`src/hdl/ssl_pkg.sv`:
```
// ----------------------------------------------------------------------------
// Sorted static list engine package
// Shared constants, command and status codes, sequencer states and the
// result record passed from the sequencer to the output stage.
// ----------------------------------------------------------------------------
package ssl_pkg;

  // Default sizes of the slot array.
  localparam int DEF_CAPACITY     = 32;
  localparam int DEF_KEY_BITS     = 16;
  localparam int DEF_PAYLOAD_BITS = 16;

  // Fixed widths of the stream fields.
  localparam int KIND_W   = 3;
  localparam int KEY_W    = 16;
  localparam int PAY_W    = 16;
  localparam int STATUS_W = 3;
  localparam int SLOT_W   = 5;

  // Command codes.
  localparam logic [KIND_W-1:0] KIND_CLEAR  = 3'd0;
  localparam logic [KIND_W-1:0] KIND_INSERT = 3'd1;
  localparam logic [KIND_W-1:0] KIND_FIND   = 3'd2;
  localparam logic [KIND_W-1:0] KIND_DELETE = 3'd3;
  localparam logic [KIND_W-1:0] KIND_LIST   = 3'd4;

  // Status codes.
  localparam logic [STATUS_W-1:0] ST_OK        = 3'd0;
  localparam logic [STATUS_W-1:0] ST_FULL      = 3'd1;
  localparam logic [STATUS_W-1:0] ST_NOT_FOUND = 3'd2;
  localparam logic [STATUS_W-1:0] ST_DUPLICATE = 3'd3;
  localparam logic [STATUS_W-1:0] ST_EMPTY     = 3'd4;

  // Sequencer states.
  typedef enum logic [3:0] {
    S_IDLE,
    S_CMD,
    S_INS_WALK,
    S_INS_PLACE,
    S_INS_LINK,
    S_FIND_WALK,
    S_DEL_WALK,
    S_DEL_FREE,
    S_LIST,
    S_REPLY
  } state_t;

  // One result item offered to the output register.
  typedef struct packed {
    logic                valid;
    logic [STATUS_W-1:0] status;
    logic [KEY_W-1:0]    key;
    logic [PAY_W-1:0]    payload;
    logic [SLOT_W-1:0]   slot;
    logic                last;
  } res_t;

endpackage

```
`src/hdl/ssl_ram.sv`:
```
// ----------------------------------------------------------------------------
// Generic RAM
// One write port and one read port; the read data is registered.
// ----------------------------------------------------------------------------
module ssl_ram #(
  parameter int WIDTH  = 8,
  parameter int DEPTH  = 32,
  parameter int ADDR_W = $clog2(DEPTH)
) (
  input  logic              clk,
  input  logic              we,
  input  logic [ADDR_W-1:0] waddr,
  input  logic [WIDTH-1:0]  wdata,
  input  logic [ADDR_W-1:0] raddr,
  output logic [WIDTH-1:0]  rdata
);

  logic [WIDTH-1:0] mem [DEPTH];

  // Write port and registered read port.
  always_ff @(posedge clk) begin
    if (we) begin
      mem[waddr] <= wdata;
    end
    rdata <= mem[raddr];
  end

endmodule

```
`src/hdl/ssl_link_store.sv`:
```
// ----------------------------------------------------------------------------
// Link store
// Holds the next-slot link of every slot. A slot that has not been written
// since reset or the last clear reads as its initial link (next slot, or
// null for the final slot), tracked by one valid bit per slot.
// ----------------------------------------------------------------------------
module ssl_link_store #(
  parameter int CAPACITY = 32,
  parameter int IDX_W    = $clog2(CAPACITY),
  parameter int LINK_W   = IDX_W + 1
) (
  input  logic              clk,
  input  logic              rst,
  input  logic              clear,
  input  logic [IDX_W-1:0]  raddr,
  output logic [LINK_W-1:0] rdata,
  input  logic              we,
  input  logic [IDX_W-1:0]  waddr,
  input  logic [LINK_W-1:0] wdata
);

  logic [CAPACITY-1:0] written;
  logic                rd_written;
  logic [IDX_W-1:0]    rd_addr;
  logic [LINK_W-1:0]   ram_q;
  logic [LINK_W-1:0]   succ;
  logic [LINK_W-1:0]   init_link;

  ssl_ram #(
    .WIDTH (LINK_W),
    .DEPTH (CAPACITY)
  ) u_ram (
    .clk   (clk),
    .we    (we),
    .waddr (waddr),
    .wdata (wdata),
    .raddr (raddr),
    .rdata (ram_q)
  );

  // Written flags, all dropped at once by reset or a clear command.
  always_ff @(posedge clk) begin
    if (rst || clear) begin
      written <= '0;
    end else if (we) begin
      written[waddr] <= 1'b1;
    end
  end

  // Flag and address travel alongside the registered read data.
  always_ff @(posedge clk) begin
    rd_written <= written[raddr];
    rd_addr    <= raddr;
  end

  // Initial link of the slot that was read.
  assign succ      = LINK_W'(rd_addr) + LINK_W'(1);
  assign init_link = (succ < LINK_W'(CAPACITY)) ? succ : '1;
  assign rdata     = rd_written ? ram_q : init_link;

endmodule

```
`src/hdl/ssl_ctrl.sv`:
```
// ----------------------------------------------------------------------------
// List sequencer
// Walks the sorted list one slot per cycle through the slot memories (in a
// list-all only while results can be taken), using one shared key
// comparator, and updates links and list heads per command.
module ssl_ctrl #(
  parameter int CAPACITY     = 32,
  parameter int KEY_BITS     = 16,
  parameter int PAYLOAD_BITS = 16,
  parameter int IDX_W        = $clog2(CAPACITY),
  parameter int LINK_W       = IDX_W + 1,
  parameter int ENT_W        = KEY_BITS + PAYLOAD_BITS
) (
  input  logic                    clk,
  input  logic                    rst,
  // Command side
  input  logic                    in_valid,
  output logic                    in_ready,
  input  logic [ssl_pkg::KIND_W-1:0] in_kind,
  input  logic [ssl_pkg::KEY_W-1:0]  in_key,
  input  logic [ssl_pkg::PAY_W-1:0]  in_payload,
  input  logic                    reject_dup,
  // Result side
  input  logic                    can_emit,
  output ssl_pkg::res_t           res,
  // Slot memories
  output logic [IDX_W-1:0]        rd_addr,
  input  logic [ENT_W-1:0]        ent_rdata,
  output logic                    ent_we,
  output logic [IDX_W-1:0]        ent_waddr,
  output logic [ENT_W-1:0]        ent_wdata,
  input  logic [LINK_W-1:0]       lnk_rdata,
  output logic                    lnk_we,
  output logic [IDX_W-1:0]        lnk_waddr,
  output logic [LINK_W-1:0]       lnk_wdata,
  output logic                    lnk_clear
);

  import ssl_pkg::*;

  localparam logic [LINK_W-1:0] NIL = '1;

  state_t state, state_next;

  logic [KIND_W-1:0]       kind;
  logic [KEY_BITS-1:0]     key_r;
  logic [PAYLOAD_BITS-1:0] pay_r;
  logic [LINK_W-1:0]       cur;
  logic [LINK_W-1:0]       prev;
  logic [LINK_W-1:0]       list_head;
  logic [LINK_W-1:0]       free_head;

  logic [STATUS_W-1:0]     res_status;
  logic [KEY_W-1:0]        res_key;
  logic [PAY_W-1:0]        res_pay;
  logic [SLOT_W-1:0]       res_slot;

  logic [KEY_BITS-1:0]     key_q;
  logic [PAYLOAD_BITS-1:0] pay_q;
  logic                    k_gt;
  logic                    k_eq;
  logic                    link_nil;
  logic                    prev_nil;
  logic                    list_nil;
  logic                    free_nil;

  logic [63:0] in_key_wide, in_pay_wide;
  logic [63:0] key_q_wide, pay_q_wide, key_r_wide, pay_r_wide;
  logic [63:0] cur_wide, free_wide;
  logic [KEY_BITS-1:0]     in_key_k;
  logic [PAYLOAD_BITS-1:0] in_pay_p;

  // Field width adaptation.
  assign in_key_wide = 64'(in_key);
  assign in_pay_wide = 64'(in_payload);
  assign in_key_k    = in_key_wide[KEY_BITS-1:0];
  assign in_pay_p    = in_pay_wide[PAYLOAD_BITS-1:0];

  assign key_q      = ent_rdata[ENT_W-1 -: KEY_BITS];
  assign pay_q      = ent_rdata[PAYLOAD_BITS-1:0];
  assign key_q_wide = 64'(key_q);
  assign pay_q_wide = 64'(pay_q);
  assign key_r_wide = 64'(key_r);
  assign pay_r_wide = 64'(pay_r);
  assign cur_wide   = 64'(cur);
  assign free_wide  = 64'(free_head);

  // Shared key comparator and null tests; null links have the top bit set.
  assign k_gt     = key_r > key_q;
  assign k_eq     = key_r == key_q;
  assign link_nil = lnk_rdata[LINK_W-1];
  assign prev_nil = prev[LINK_W-1];
  assign list_nil = list_head[LINK_W-1];
  assign free_nil = free_head[LINK_W-1];

  // Next state.
  always_comb begin
    state_next = state;
    unique case (state)
      S_IDLE: begin
        if (in_valid) state_next = S_CMD;
      end
      S_CMD: begin
        unique case (kind)
          KIND_CLEAR:  state_next = S_REPLY;
          KIND_INSERT: begin
            if (free_nil)      state_next = S_REPLY;
            else if (list_nil) state_next = S_INS_PLACE;
            else               state_next = S_INS_WALK;
          end
          KIND_FIND:   state_next = list_nil ? S_REPLY : S_FIND_WALK;
          KIND_DELETE: state_next = list_nil ? S_REPLY : S_DEL_WALK;
          KIND_LIST:   state_next = list_nil ? S_REPLY : S_LIST;
          default:     state_next = S_IDLE;
        endcase
      end
      S_INS_WALK: begin
        priority if (k_gt) begin
          if (link_nil) state_next = S_INS_PLACE;
        end else if (reject_dup && k_eq) begin
          state_next = S_REPLY;
        end else begin
          state_next = S_INS_PLACE;
        end
      end
      S_INS_PLACE: state_next = S_INS_LINK;
      S_INS_LINK:  state_next = S_REPLY;
      S_FIND_WALK: begin
        if (k_eq || link_nil) state_next = S_REPLY;
      end
      S_DEL_WALK: begin
        priority if (k_gt) begin
          if (link_nil) state_next = S_REPLY;
        end else if (k_eq) begin
          state_next = S_DEL_FREE;
        end else begin
          state_next = S_REPLY;
        end
      end
      S_DEL_FREE: state_next = S_REPLY;
      S_LIST: begin
        if (can_emit && link_nil) state_next = S_IDLE;
      end
      S_REPLY: begin
        if (can_emit) state_next = S_IDLE;
      end
      default: state_next = S_IDLE;
    endcase
  end

  // Memory controls and result offer.
  always_comb begin
    in_ready    = (state == S_IDLE);
    rd_addr     = cur[IDX_W-1:0];
    ent_we      = 1'b0;
    ent_waddr   = free_head[IDX_W-1:0];
    ent_wdata   = {key_r, pay_r};
    lnk_we      = 1'b0;
    lnk_waddr   = prev[IDX_W-1:0];
    lnk_wdata   = free_head;
    lnk_clear   = 1'b0;
    res.valid   = 1'b0;
    res.status  = res_status;
    res.key     = res_key;
    res.payload = res_pay;
    res.slot    = res_slot;
    res.last    = 1'b1;
    unique case (state)
      S_CMD: begin
        rd_addr = list_head[IDX_W-1:0];
        if (kind == KIND_CLEAR) lnk_clear = 1'b1;
      end
      S_INS_WALK: begin
        if (k_gt && !link_nil) rd_addr = lnk_rdata[IDX_W-1:0];
      end
      S_INS_PLACE: begin
        // Fetch the free slot's link while the new entry is written.
        rd_addr = free_head[IDX_W-1:0];
        ent_we  = 1'b1;
        lnk_we  = !prev_nil;
      end
      S_INS_LINK: begin
        lnk_we    = 1'b1;
        lnk_waddr = free_head[IDX_W-1:0];
        lnk_wdata = cur;
      end
      S_FIND_WALK: begin
        if (!k_eq && !link_nil) rd_addr = lnk_rdata[IDX_W-1:0];
      end
      S_DEL_WALK: begin
        if (k_gt && !link_nil) begin
          rd_addr = lnk_rdata[IDX_W-1:0];
        end else if (!k_gt && k_eq && !prev_nil) begin
          lnk_we    = 1'b1;
          lnk_wdata = lnk_rdata;
        end
      end
      S_DEL_FREE: begin
        lnk_we    = 1'b1;
        lnk_waddr = cur[IDX_W-1:0];
      end
      S_LIST: begin
        res.valid   = can_emit;
        res.status  = ST_OK;
        res.key     = key_q_wide[KEY_W-1:0];
        res.payload = pay_q_wide[PAY_W-1:0];
        res.slot    = cur_wide[SLOT_W-1:0];
        res.last    = link_nil;
        if (can_emit && !link_nil) rd_addr = lnk_rdata[IDX_W-1:0];
      end
      S_REPLY: begin
        res.valid = can_emit;
      end
      default: begin
      end
    endcase
  end

  // State and list heads.
  always_ff @(posedge clk) begin
    if (rst) begin
      state     <= S_IDLE;
      list_head <= NIL;
      free_head <= '0;
    end else begin
      state <= state_next;
      unique case (state)
        S_CMD: begin
          if (kind == KIND_CLEAR) begin
            list_head <= NIL;
            free_head <= '0;
          end
        end
        S_INS_PLACE: begin
          if (prev_nil) list_head <= free_head;
        end
        S_INS_LINK: begin
          free_head <= lnk_rdata;
        end
        S_DEL_WALK: begin
          if (!k_gt && k_eq && prev_nil) list_head <= lnk_rdata;
        end
        S_DEL_FREE: begin
          free_head <= cur;
        end
        default: begin
        end
      endcase
    end
  end

  // Walk pointers, command fields and the pending result.
  always_ff @(posedge clk) begin
    unique case (state)
      S_IDLE: begin
        if (in_valid) begin
          kind  <= in_kind;
          key_r <= in_key_k;
          pay_r <= in_pay_p;
        end
      end
      S_CMD: begin
        cur      <= list_head;
        prev     <= NIL;
        res_key  <= '0;
        res_pay  <= '0;
        res_slot <= '0;
        unique case (kind)
          KIND_CLEAR:  res_status <= ST_OK;
          KIND_INSERT: res_status <= ST_FULL;
          KIND_FIND:   res_status <= ST_NOT_FOUND;
          default:     res_status <= ST_EMPTY;
        endcase
      end
      S_INS_WALK: begin
        if (k_gt) begin
          prev <= cur;
          cur  <= lnk_rdata;
        end else begin
          res_status <= ST_DUPLICATE;
          res_key    <= key_q_wide[KEY_W-1:0];
          res_pay    <= pay_q_wide[PAY_W-1:0];
          res_slot   <= cur_wide[SLOT_W-1:0];
        end
      end
      S_INS_LINK: begin
        res_status <= ST_OK;
        res_key    <= key_r_wide[KEY_W-1:0];
        res_pay    <= pay_r_wide[PAY_W-1:0];
        res_slot   <= free_wide[SLOT_W-1:0];
      end
      S_FIND_WALK: begin
        if (k_eq) begin
          res_status <= ST_OK;
          res_key    <= key_q_wide[KEY_W-1:0];
          res_pay    <= pay_q_wide[PAY_W-1:0];
          res_slot   <= cur_wide[SLOT_W-1:0];
        end else if (link_nil) begin
          res_status <= ST_NOT_FOUND;
        end else begin
          cur <= lnk_rdata;
        end
      end
      S_DEL_WALK: begin
        if (k_gt) begin
          if (link_nil) begin
            res_status <= ST_NOT_FOUND;
          end else begin
            prev <= cur;
            cur  <= lnk_rdata;
          end
        end else if (k_eq) begin
          res_status <= ST_OK;
          res_key    <= key_q_wide[KEY_W-1:0];
          res_pay    <= pay_q_wide[PAY_W-1:0];
          res_slot   <= cur_wide[SLOT_W-1:0];
        end else begin
          res_status <= ST_NOT_FOUND;
        end
      end
      S_LIST: begin
        if (can_emit && !link_nil) cur <= lnk_rdata;
      end
      default: begin
      end
    endcase
  end

endmodule

```
`src/hdl/sorted_static_list_engine_top.sv`:
```
// ----------------------------------------------------------------------------
// Sorted static list engine
// Keeps a fixed array of slots chained into an ascending key-sorted list and
// a free list, and serves clear, insert, find, delete and list-all commands.
// ----------------------------------------------------------------------------
// Usage:
//   Commands enter on the s_axis channel: kind in tuser, key and payload in
//   tdata. Results leave on the m_axis channel, one item per result, with
//   tlast set on the final result of a command. List-all gives one item per
//   stored entry in key order (one empty-status item on an empty list);
//   every other command gives exactly one item, and unknown kinds give none.
//   The user writes the reject_duplicates register on the cfg channel only
//   while the block is idle; the block itself leaves this unchecked.
// Timing:
//   One command is worked on at a time; s_axis_tready is high only between
//   commands. The sequencer visits one slot per cycle, in a list-all only
//   while the receiver keeps up, so a command keeps the block busy longer
//   the more slots it walks. A list-all streams one item per cycle while
//   the receiver keeps up.
// Reset and stall:
//   Reset empties the list and frees every slot at once. A stalled receiver
//   holds the output register, and the sequencer waits until it drains.
// ----------------------------------------------------------------------------
module sorted_static_list_engine_top #(
  parameter int CAPACITY     = ssl_pkg::DEF_CAPACITY,
  parameter int KEY_BITS     = ssl_pkg::DEF_KEY_BITS,
  parameter int PAYLOAD_BITS = ssl_pkg::DEF_PAYLOAD_BITS
) (
  input  logic        clk,
  input  logic        rst,
  // Command stream
  input  logic        s_axis_tvalid,
  output logic        s_axis_tready,
  input  logic [31:0] s_axis_tdata,   // key[15:0], payload[31:16]
  input  logic [2:0]  s_axis_tuser,   // kind[2:0]
  // Result stream
  output logic        m_axis_tvalid,
  input  logic        m_axis_tready,
  output logic [39:0] m_axis_tdata,   // status[2:0], found_key[18:3],
                                      // found_payload[34:19], slot[39:35]
  output logic        m_axis_tlast,   // last result of a command
  // Configuration write
  input  logic        cfg_valid,
  output logic        cfg_ready,
  input  logic        cfg_data        // reject_duplicates
);

  import ssl_pkg::*;

  localparam int IDX_W  = $clog2(CAPACITY);
  localparam int LINK_W = IDX_W + 1;
  localparam int ENT_W  = KEY_BITS + PAYLOAD_BITS;

  logic              reject_dup;
  logic              can_emit;
  res_t              res;
  logic [IDX_W-1:0]  rd_addr;
  logic [ENT_W-1:0]  ent_rdata;
  logic              ent_we;
  logic [IDX_W-1:0]  ent_waddr;
  logic [ENT_W-1:0]  ent_wdata;
  logic [LINK_W-1:0] lnk_rdata;
  logic              lnk_we;
  logic [IDX_W-1:0]  lnk_waddr;
  logic [LINK_W-1:0] lnk_wdata;
  logic              lnk_clear;

  // Configuration register.
  assign cfg_ready = 1'b1;

  always_ff @(posedge clk) begin
    if (rst) begin
      reject_dup <= 1'b0;
    end else if (cfg_valid) begin
      reject_dup <= cfg_data;
    end
  end

  // Key and payload of every slot.
  ssl_ram #(
    .WIDTH (ENT_W),
    .DEPTH (CAPACITY)
  ) u_entry_ram (
    .clk   (clk),
    .we    (ent_we),
    .waddr (ent_waddr),
    .wdata (ent_wdata),
    .raddr (rd_addr),
    .rdata (ent_rdata)
  );

  // Links of every slot.
  ssl_link_store #(
    .CAPACITY (CAPACITY)
  ) u_links (
    .clk   (clk),
    .rst   (rst),
    .clear (lnk_clear),
    .raddr (rd_addr),
    .rdata (lnk_rdata),
    .we    (lnk_we),
    .waddr (lnk_waddr),
    .wdata (lnk_wdata)
  );

  // Command sequencer.
  ssl_ctrl #(
    .CAPACITY     (CAPACITY),
    .KEY_BITS     (KEY_BITS),
    .PAYLOAD_BITS (PAYLOAD_BITS)
  ) u_ctrl (
    .clk        (clk),
    .rst        (rst),
    .in_valid   (s_axis_tvalid),
    .in_ready   (s_axis_tready),
    .in_kind    (s_axis_tuser),
    .in_key     (s_axis_tdata[15:0]),
    .in_payload (s_axis_tdata[31:16]),
    .reject_dup (reject_dup),
    .can_emit   (can_emit),
    .res        (res),
    .rd_addr    (rd_addr),
    .ent_rdata  (ent_rdata),
    .ent_we     (ent_we),
    .ent_waddr  (ent_waddr),
    .ent_wdata  (ent_wdata),
    .lnk_rdata  (lnk_rdata),
    .lnk_we     (lnk_we),
    .lnk_waddr  (lnk_waddr),
    .lnk_wdata  (lnk_wdata),
    .lnk_clear  (lnk_clear)
  );

  // Output register: loads a new item when empty or being drained.
  assign can_emit = !m_axis_tvalid || m_axis_tready;

  always_ff @(posedge clk) begin
    if (rst) begin
      m_axis_tvalid <= 1'b0;
    end else if (can_emit) begin
      m_axis_tvalid <= res.valid;
    end
  end

  always_ff @(posedge clk) begin
    if (can_emit && res.valid) begin
      m_axis_tdata <= {res.slot, res.payload, res.key, res.status};
      m_axis_tlast <= res.last;
    end
  end

endmodule

```
`config.mk`:
```
export PLATFORM = sky130hd
export DESIGN_NAME = sorted_static_list_engine_top
export DESIGN_NICKNAME = d
export VERILOG_FILES = /design/src/hdl/ssl_pkg.sv /design/src/hdl/ssl_ram.sv /design/src/hdl/ssl_link_store.sv /design/src/hdl/ssl_ctrl.sv /design/src/hdl/sorted_static_list_engine_top.sv
export SDC_FILE = /design/constraint.sdc
export NUM_CORES = 2
export LEC_CHECK = 0
export BUFFER_PORTS_ARGS = -buffer_cell sky130_fd_sc_hd__buf_2
export CORE_MARGIN = 1.5
export CORE_UTILIZATION = 30
export DETAILED_ROUTE_END_ITERATION = 6
export PLACE_DENSITY_LB_ADDON = 0.3
export SLEW_MARGIN = 10
export SYNTH_ARGS = -nofsm -noshare
export SYNTH_HDL_FRONTEND = slang
export SYNTH_SLANG_ARGS = --single-unit
```
`constraint.sdc`:
```
create_clock -name clk -period 16.5 [get_ports clk]
set_input_delay 0.825 -clock clk [delete_from_list [all_inputs] [get_ports clk]]
set_output_delay 0.825 -clock clk [all_outputs]
set_load 0.02 [all_outputs]
```
---- Yosys cells after proc, flatten, opt, wreduce, memory -nomap -nowiden ----
Memories as Yosys holds them, arrays and structs flattened. A register that Yosys moved wholly into a read port is not among the register bits.
Index checks and enable logic that the tools add are counted.
cells by class
  $add $sub $neg .......................... 1
  order comparisons ....................... 5
  equal/unequal tests ..................... 30
  multiplexer cells ....................... 78
  bitwise gates (word level) .............. 1
  reduce and logical (&&, ||, !) cells .... 36
operators with widths
  kind                                                                           number
  16-bit one-hot mux with 5 select lines                                         2
  16-bit 2-to-1 mux                                                              6
  6-bit 2-to-1 mux                                                               16
  6-bit one-hot mux with 3 select lines                                          3
  4-bit 2-to-1 mux                                                               13
  5-bit one-hot mux with 5 select lines                                          2
  38-bit 2-to-1 mux                                                              1
  4-bit one-hot mux with 9 select lines                                          1
  32-bit bitwise OR                                                              1
  5-bit 2-to-1 mux                                                               6
  6-bit one-hot mux with 5 select lines                                          1
  4-bit one-hot mux with 5 select lines                                          1
  16-bit == test                                                                 1
  4-bit by 3-bit == test with 1-bit output (second input constant)               4
  16-bit > comparator                                                            1
  2-bit by 1-bit != test with 1-bit output (second input constant)               8
  3-bit one-hot mux with 5 select lines                                          1
  1-bit 2-to-1 mux                                                               14
  5-bit by 6-bit less-than comparator with 1-bit output (second input constant)  2
  3-bit 2-to-1 mux                                                               4
  2-bit != test (second input constant)                                          6
  6-bit one-hot mux with 2 select lines                                          1
  1-bit logical AND                                                              10
  5-bit one-hot mux with 2 select lines                                          1
  27 further kinds                                                               45
word-level totals
  flip-flop bits (word level) ............. 184
  RAM bits ................................ 1216
  bits of input ports ..................... 41
  output and inout port bits .............. 44
  word-level logic and storage cells ...... 173
  memories kept ........................... 2
memory list
  name               words  width  read ports  clocked after Yosys merged registers in  write ports  RTL line       text
  u_entry_ram.mem    32     32     1           1                                        1            ssl_ram.sv:18  logic [WIDTH-1:0] mem [DEPTH];
  u_links.u_ram.mem  32     6      1           1                                        1            ssl_ram.sv:18

---- Logic depth before layout (Yosys ltp) ----
  word-level depth ........................ 10
  gate-level depth with buffers ........... 16
  mapped depth without buffers ............ 12

---- By module ----
From an unflattened synthesis, not the netlist that was laid out.
second synthesis, totals
  cell total of the unflattened synthesis .. 3343
  area, all modules ....................... 56845.8 um2
modules (own cells, without submodules)
  module                         times used  cells an instance  area an instance (um2)  seq. area each (um2)
  ssl_ram at u_entry_ram         1           2260               40492.6                 31390.1
  ssl_ram at u_links.u_ram       1           323                7589.8                  5885.6
  ssl_ctrl                       1           521                5804.3                  2932.8
  ssl_link_store                 1           188                1627.8                  760.7
  sorted_static_list_engine_top  1           51                 1331.3                  1271.2

---- Least setup slack after synthesis ----
Ideal clock, no wire load.
  path type ............................... register -> register
  start point ............................. reg u_ctrl.key_r[11]
  end point ............................... reg u_ctrl.res_key[0] (enable)
  library setup time ...................... 0.488 ns
  arrival time ............................ 4.893 ns
  required time ........................... 16.012 ns
  path slack .............................. 11.120 ns
  stages on the path, launching flop included .. 9
  path buffers ............................ 0
  period minus slack after synthesis ...... 5.380 ns
  path through ............................ edfxtp_1 > ha_1 > a21oi_1 > o21ai_0 > a221oi_1 > nand2_1 > nand2_1 > nor3_1 > a211oi_1
on the way
  word-level cells in the longest chain between the ends .. 3
  elaborated cells on any way between the ends .. 4
  those cells by class .................... order compare: 1; eq/ne: 2; reduce/logical: 1
ends and longest elaborated chain
  what                             RTL line         text
  start: declaration               ssl_ctrl.sv:46   logic [KEY_BITS-1:0] key_r;
  start signal: assignment         ssl_ctrl.sv:258  key_r <= in_key_k;
  16-bit > comparator *            ssl_ctrl.sv:89   assign k_gt = key_r > key_q;
  2-bit != test (no line)          --
  3-bit AND reduction (no line) *  --
  end signal: assignment           ssl_ctrl.sv:281  res_key <= key_q_wide[KEY_W-1:0];
  end signal: assignment           ssl_ctrl.sv:288  res_key <= key_r_wide[KEY_W-1:0];
  end signal: assignment           ssl_ctrl.sv:295  res_key <= key_q_wide[KEY_W-1:0];
  end: declaration                 ssl_ctrl.sv:54   logic [KEY_W-1:0] res_key;
Mark *: on every way between the ends. The rest lies on a longest branch, timed or not.
A chain may end at the register's enable or synchronous reset.

---- Final worst setup path ----
  start point ............................. reg u_ctrl.key_r[6]
  end point ............................... reg u_entry_ram.rdata[5], read port of u_entry_ram.mem
on the way
  word-level cells in the longest chain between the ends .. 5
  elaborated cells on any way between the ends .. 8
  those cells by class .................... order compare: 1; eq/ne: 1; mux: 3; reduce/logical: 3
ends and longest elaborated chain
  what                                                         RTL line         text
  branches (longest 4 deep; another with 16-bit > comparator)  --
  5-bit one-hot mux with 5 select lines *                      ssl_ctrl.sv:168  unique case (state)
  end: declaration                                             ssl_ram.sv:15    output logic [WIDTH-1:0] rdata
Every way passes the cells marked *.

==> flow_summary.json <==
{
  "synth_warnings": 0,
  "cp.arrival_ps": 7300,
  "final_cells": 6423,
  "rsz0062_at_grt": "no",
  "fin_crit_sh_pct": 39.9,
  "vias": 35600,
  "cts_resized": 0,
  "drt_iter0_drc": 3941,
  "cts_root_buffer": "clkbuf_16",
  "crit_family": "compound AO/OA/AOI/OAI gates",
  "core_area_um2": 188000,
  "fillers": 17900,
  "grt_usage_pct": 17.9,
  "fin_worst_skew_ps": 51.1,
  "nets": 3866,
  "ir_drop_mv": 0.158,
  "die-area_um2": 191000,
  "fmax_mhz": 152,
  "die_h_um": 437,
  "synth.avg_cell_area_um2": 15.0,
  "path_class": "register to register",
  "hold_depth": 1,
  "h-tree-depth": 4,
  "slew_headroom_pct": 17.8,
  "cts_buffer_depth": 3,
  "crit_path_start_kind": "register",
  "cp_num_buf_inv": 2,
  "p_sw_share_pct": 32.6,
  "leakage_nw": 19.7,
  "cts_sinks": 1438,
  "yosysMostFrequentCell": "edfxtp_1",
  "synth_top_cell_area_share_pct": 71.3,
  "synthToLayoutAreaGrowth_pct": 14.1,
  "ios": 85,
  "dpl.cell_count": 6162,
  "yosysTopAreaCell": "edfxtp_1",
  "endpoint_kind": "register",
  "max_stage_delay_ps": 1030,
  "wl_per_cell_um": 27.4,
  "ys_seq_elements": 1438,
  "internal_power_w": 0.00658,
  "cts_made_buffers": 139,
  "grt_pass1_wl_um": 250000,
  "wl_um": 176000,
  "power_density_nw_per_um2": 151,
  "synth_area_um2": 56600,
  "synthesis.nets": 3833,
  "drc": 0,
  "portBuffers": 83,
  "gp_congestion": 0.815,
  "rows": 159,
  "synthCells": 3775,
  "grt_max_degree": 184,
  "dpl_cell_area_um2": 60100,
  "ys_top_cells_by_area": "edfxtp_1, a211oi_1, a21oi_1",
  "hpwl_um": 87700,
  "fp.dieW_um": 437,
  "start_util_pct": 30.2,
  "synth-main-ff-cell": "edfxtp_1",
  "via_per_inst": 5.55,
  "hp-class": "input port to register",
  "netSwitchingPower_w": 0.00319,
  "outcome": "completed",
  "synth.distinct_cells": 78,
  "slew_viol_final": 0,
  "cap_viol_max_count": 0,
  "drive_gt1_share_pct": 11.8,
  "fin_area_um2": 64600,
  "fin_crit_ps": 6580,
  "cts_tree": "done",
  "clk_pin_slew_worst_paths_ps": 60,
  "gr-total-overflow": 0,
  "setup_viol": 0,
  "path_max_fanout": 67,
  "tightest_slew_ps": 1230,
  "pwr-share-seq_pct": 44.4,
  "cts_hold_buf": 0,
  "cp_cell_sequence": "ha_1 > nand4_2 > o221ai_1 > o21ai_0 > a2111oi_4 > o21ai_1 > a211o_4 > buf_4 > buf_4 > a211oi_1 > or4_1 > a211oi_1 > nand4b_1",
  "setup_tns_ps": 0,
  "yosysSeqAreaShare_pct": 74.6,
  "cp_num_cells": 13,
  "synth_common_cells": "edfxtp_1, nor2_1, a21oi_1",
  "synth-async-reset-ratio_pct": 0,
  "crit_slowest_cell": "edfxtp_1",
  "synth_edf_count": 1344,
  "dr.pass1.iters": 5,
  "insertion_delay_ps": 810,
  "antenna_found_initial": 3,
  "comb_power_share_pct": 23.2,
  "route.antenna.remaining_nets": 0,
  "grt_pass1_vias": 34400,
  "p_clk_share_pct": 32.4,
  "postCtsSetupBuffers": 0,
  "critPathRequiredTime_ps": 17220,
  "final-hold-violation-count": 0,
  "worstRegToRegCells": 13
}
cell usage in the layout (no fill, tap or decap), types with 12 or more instances in the layout:
master | Yosys | final
a221o_1 | 14 | 13
a211oi_1 | 270 | 268
a22o_1 | 37 | 37
buf_4 | 3 | 69
o21ai_0 | 24 | 24
nor2_1 | 378 | 343
clkinv_1 | 0 | 13
nand3_1 | 12 | 12
ha_1 | 17 | 17
a21oi_1 | 377 | 376
nor2_4 | 0 | 34
nand2b_1 | 20 | 20
nand4b_1 | 37 | 37
or4_1 | 37 | 37
o2111ai_1 | 115 | 115
clkbuf_16 | 0 | 140
a21boi_0 | 114 | 114
o22a_1 | 40 | 40
o31ai_1 | 118 | 118
o221ai_1 | 40 | 40
nand2_1 | 61 | 61
inv_1 | 22 | 22
clkinv_2 | 0 | 18
edfxtp_1 | 1344 | 1344
o21a_1 | 35 | 35
dfxtp_1 | 94 | 94
clkbuf_1 | 187 | 48
buf_2 | 42 | 83
o22ai_1 | 119 | 119
mux2_2 | 38 | 38
per-stage QoR:
step                      power [W]  util (%)  hold slack [ps]  worst slack, ps
after detailed placement    0.00665      32.0              456            10080
after global placement      0.00665      32.0              447            10070
after global routing         0.0101      34.4              172             9640
after CTS                   0.00979      34.4              143            10050
after floorplan             0.00580         -              441            11120
final                       0.00977      34.4              190             9920
cells by family after synthesis:
kind of cell             after synthesis  share of synthesized area, %
flip-flops                          1438                          74.6
XOR/XNOR                               2                        0.0309
AO/OA/AOI/OAI                       1368                          16.8
adder cells (fa/ha/maj)               17                         0.376
multiplexers                          42                         0.827
buffers and inverters                289                          2.07
other                                  1                       0.00662
AND/OR/NAND/NOR                      618                          5.24
power by group through the flow:
| stage | Clock [W] | Sequential [W] | Combinational [W] |
|---|---|---|---|
| finish | 0.00316 | 0.00434 | 0.00227 |
| global route | 0.00334 | 0.00435 | 0.00243 |
| detailed placement | 0 | 0.00441 | 0.00224 |
| floorplan | 0 | 0.00433 | 0.00146 |
| CTS | 0.00321 | 0.00434 | 0.00225 |
| global placement | 0 | 0.00441 | 0.00224 |
routing by layer:
metal	share of wire (%)	routed length (um)	global-route usage (%)	vias to the layer above
met5	0	0	0	-
met4	3.7	6540	6.95	0
met3	7.7	13500	2.89	326
li1	-	-	-	15400
met1	42	73500	24.3	18300
met2	47	82600	28.8	1595
flip-flops by register name (all words and copies together), names as in the netlist, 16 cells and up:
| name | cells |
|---|---|
| m_axis_tdata | 40 |
| u_ctrl.key_r | 16 |
| u_ctrl.pay_r | 16 |
| u_ctrl.res_key | 16 |
| u_ctrl.res_pay | 16 |
| u_entry_ram.mem | 1024 |
| u_entry_ram.rdata | 32 |
| u_links.u_ram.mem | 192 |
| u_links.written | 32 |
final cells by class:
cell class / count / area [um^2] / area share [%]
clock inverter: 61 / 697 / 1.08
multi-input combinational: 2048 / 13600 / 21.0
inverter: 22 / 82.6 / 0.128
timing repair buffer: 159 / 1070 / 1.66
tap: 2495 / 3120 / 4.83
antenna: 3 / 7.51 / 0.0116
clock buffer: 197 / 3810 / 5.89
sequential: 1438 / 42200 / 65.4
final timing paths:
kind | startpoint | to | slack, ps
setup / recovery | u_ctrl.key_r[6]$_DFFE_PP_ | u_entry_ram.rdata[5]$_DFF_P_ | 9920
hold reg to reg | u_links.written[4]$_SDFFE_PP0P_ | u_links.written[4]$_SDFFE_PP0P_ | 470
setup reg to reg | u_ctrl.key_r[6]$_DFFE_PP_ | u_entry_ram.rdata[5]$_DFF_P_ | 9920
hold / removal | s_axis_tdata[25] | u_ctrl.pay_r[9]$_DFFE_PP_ | 190
No activity file was read; power rests on OpenSTA's default activity.
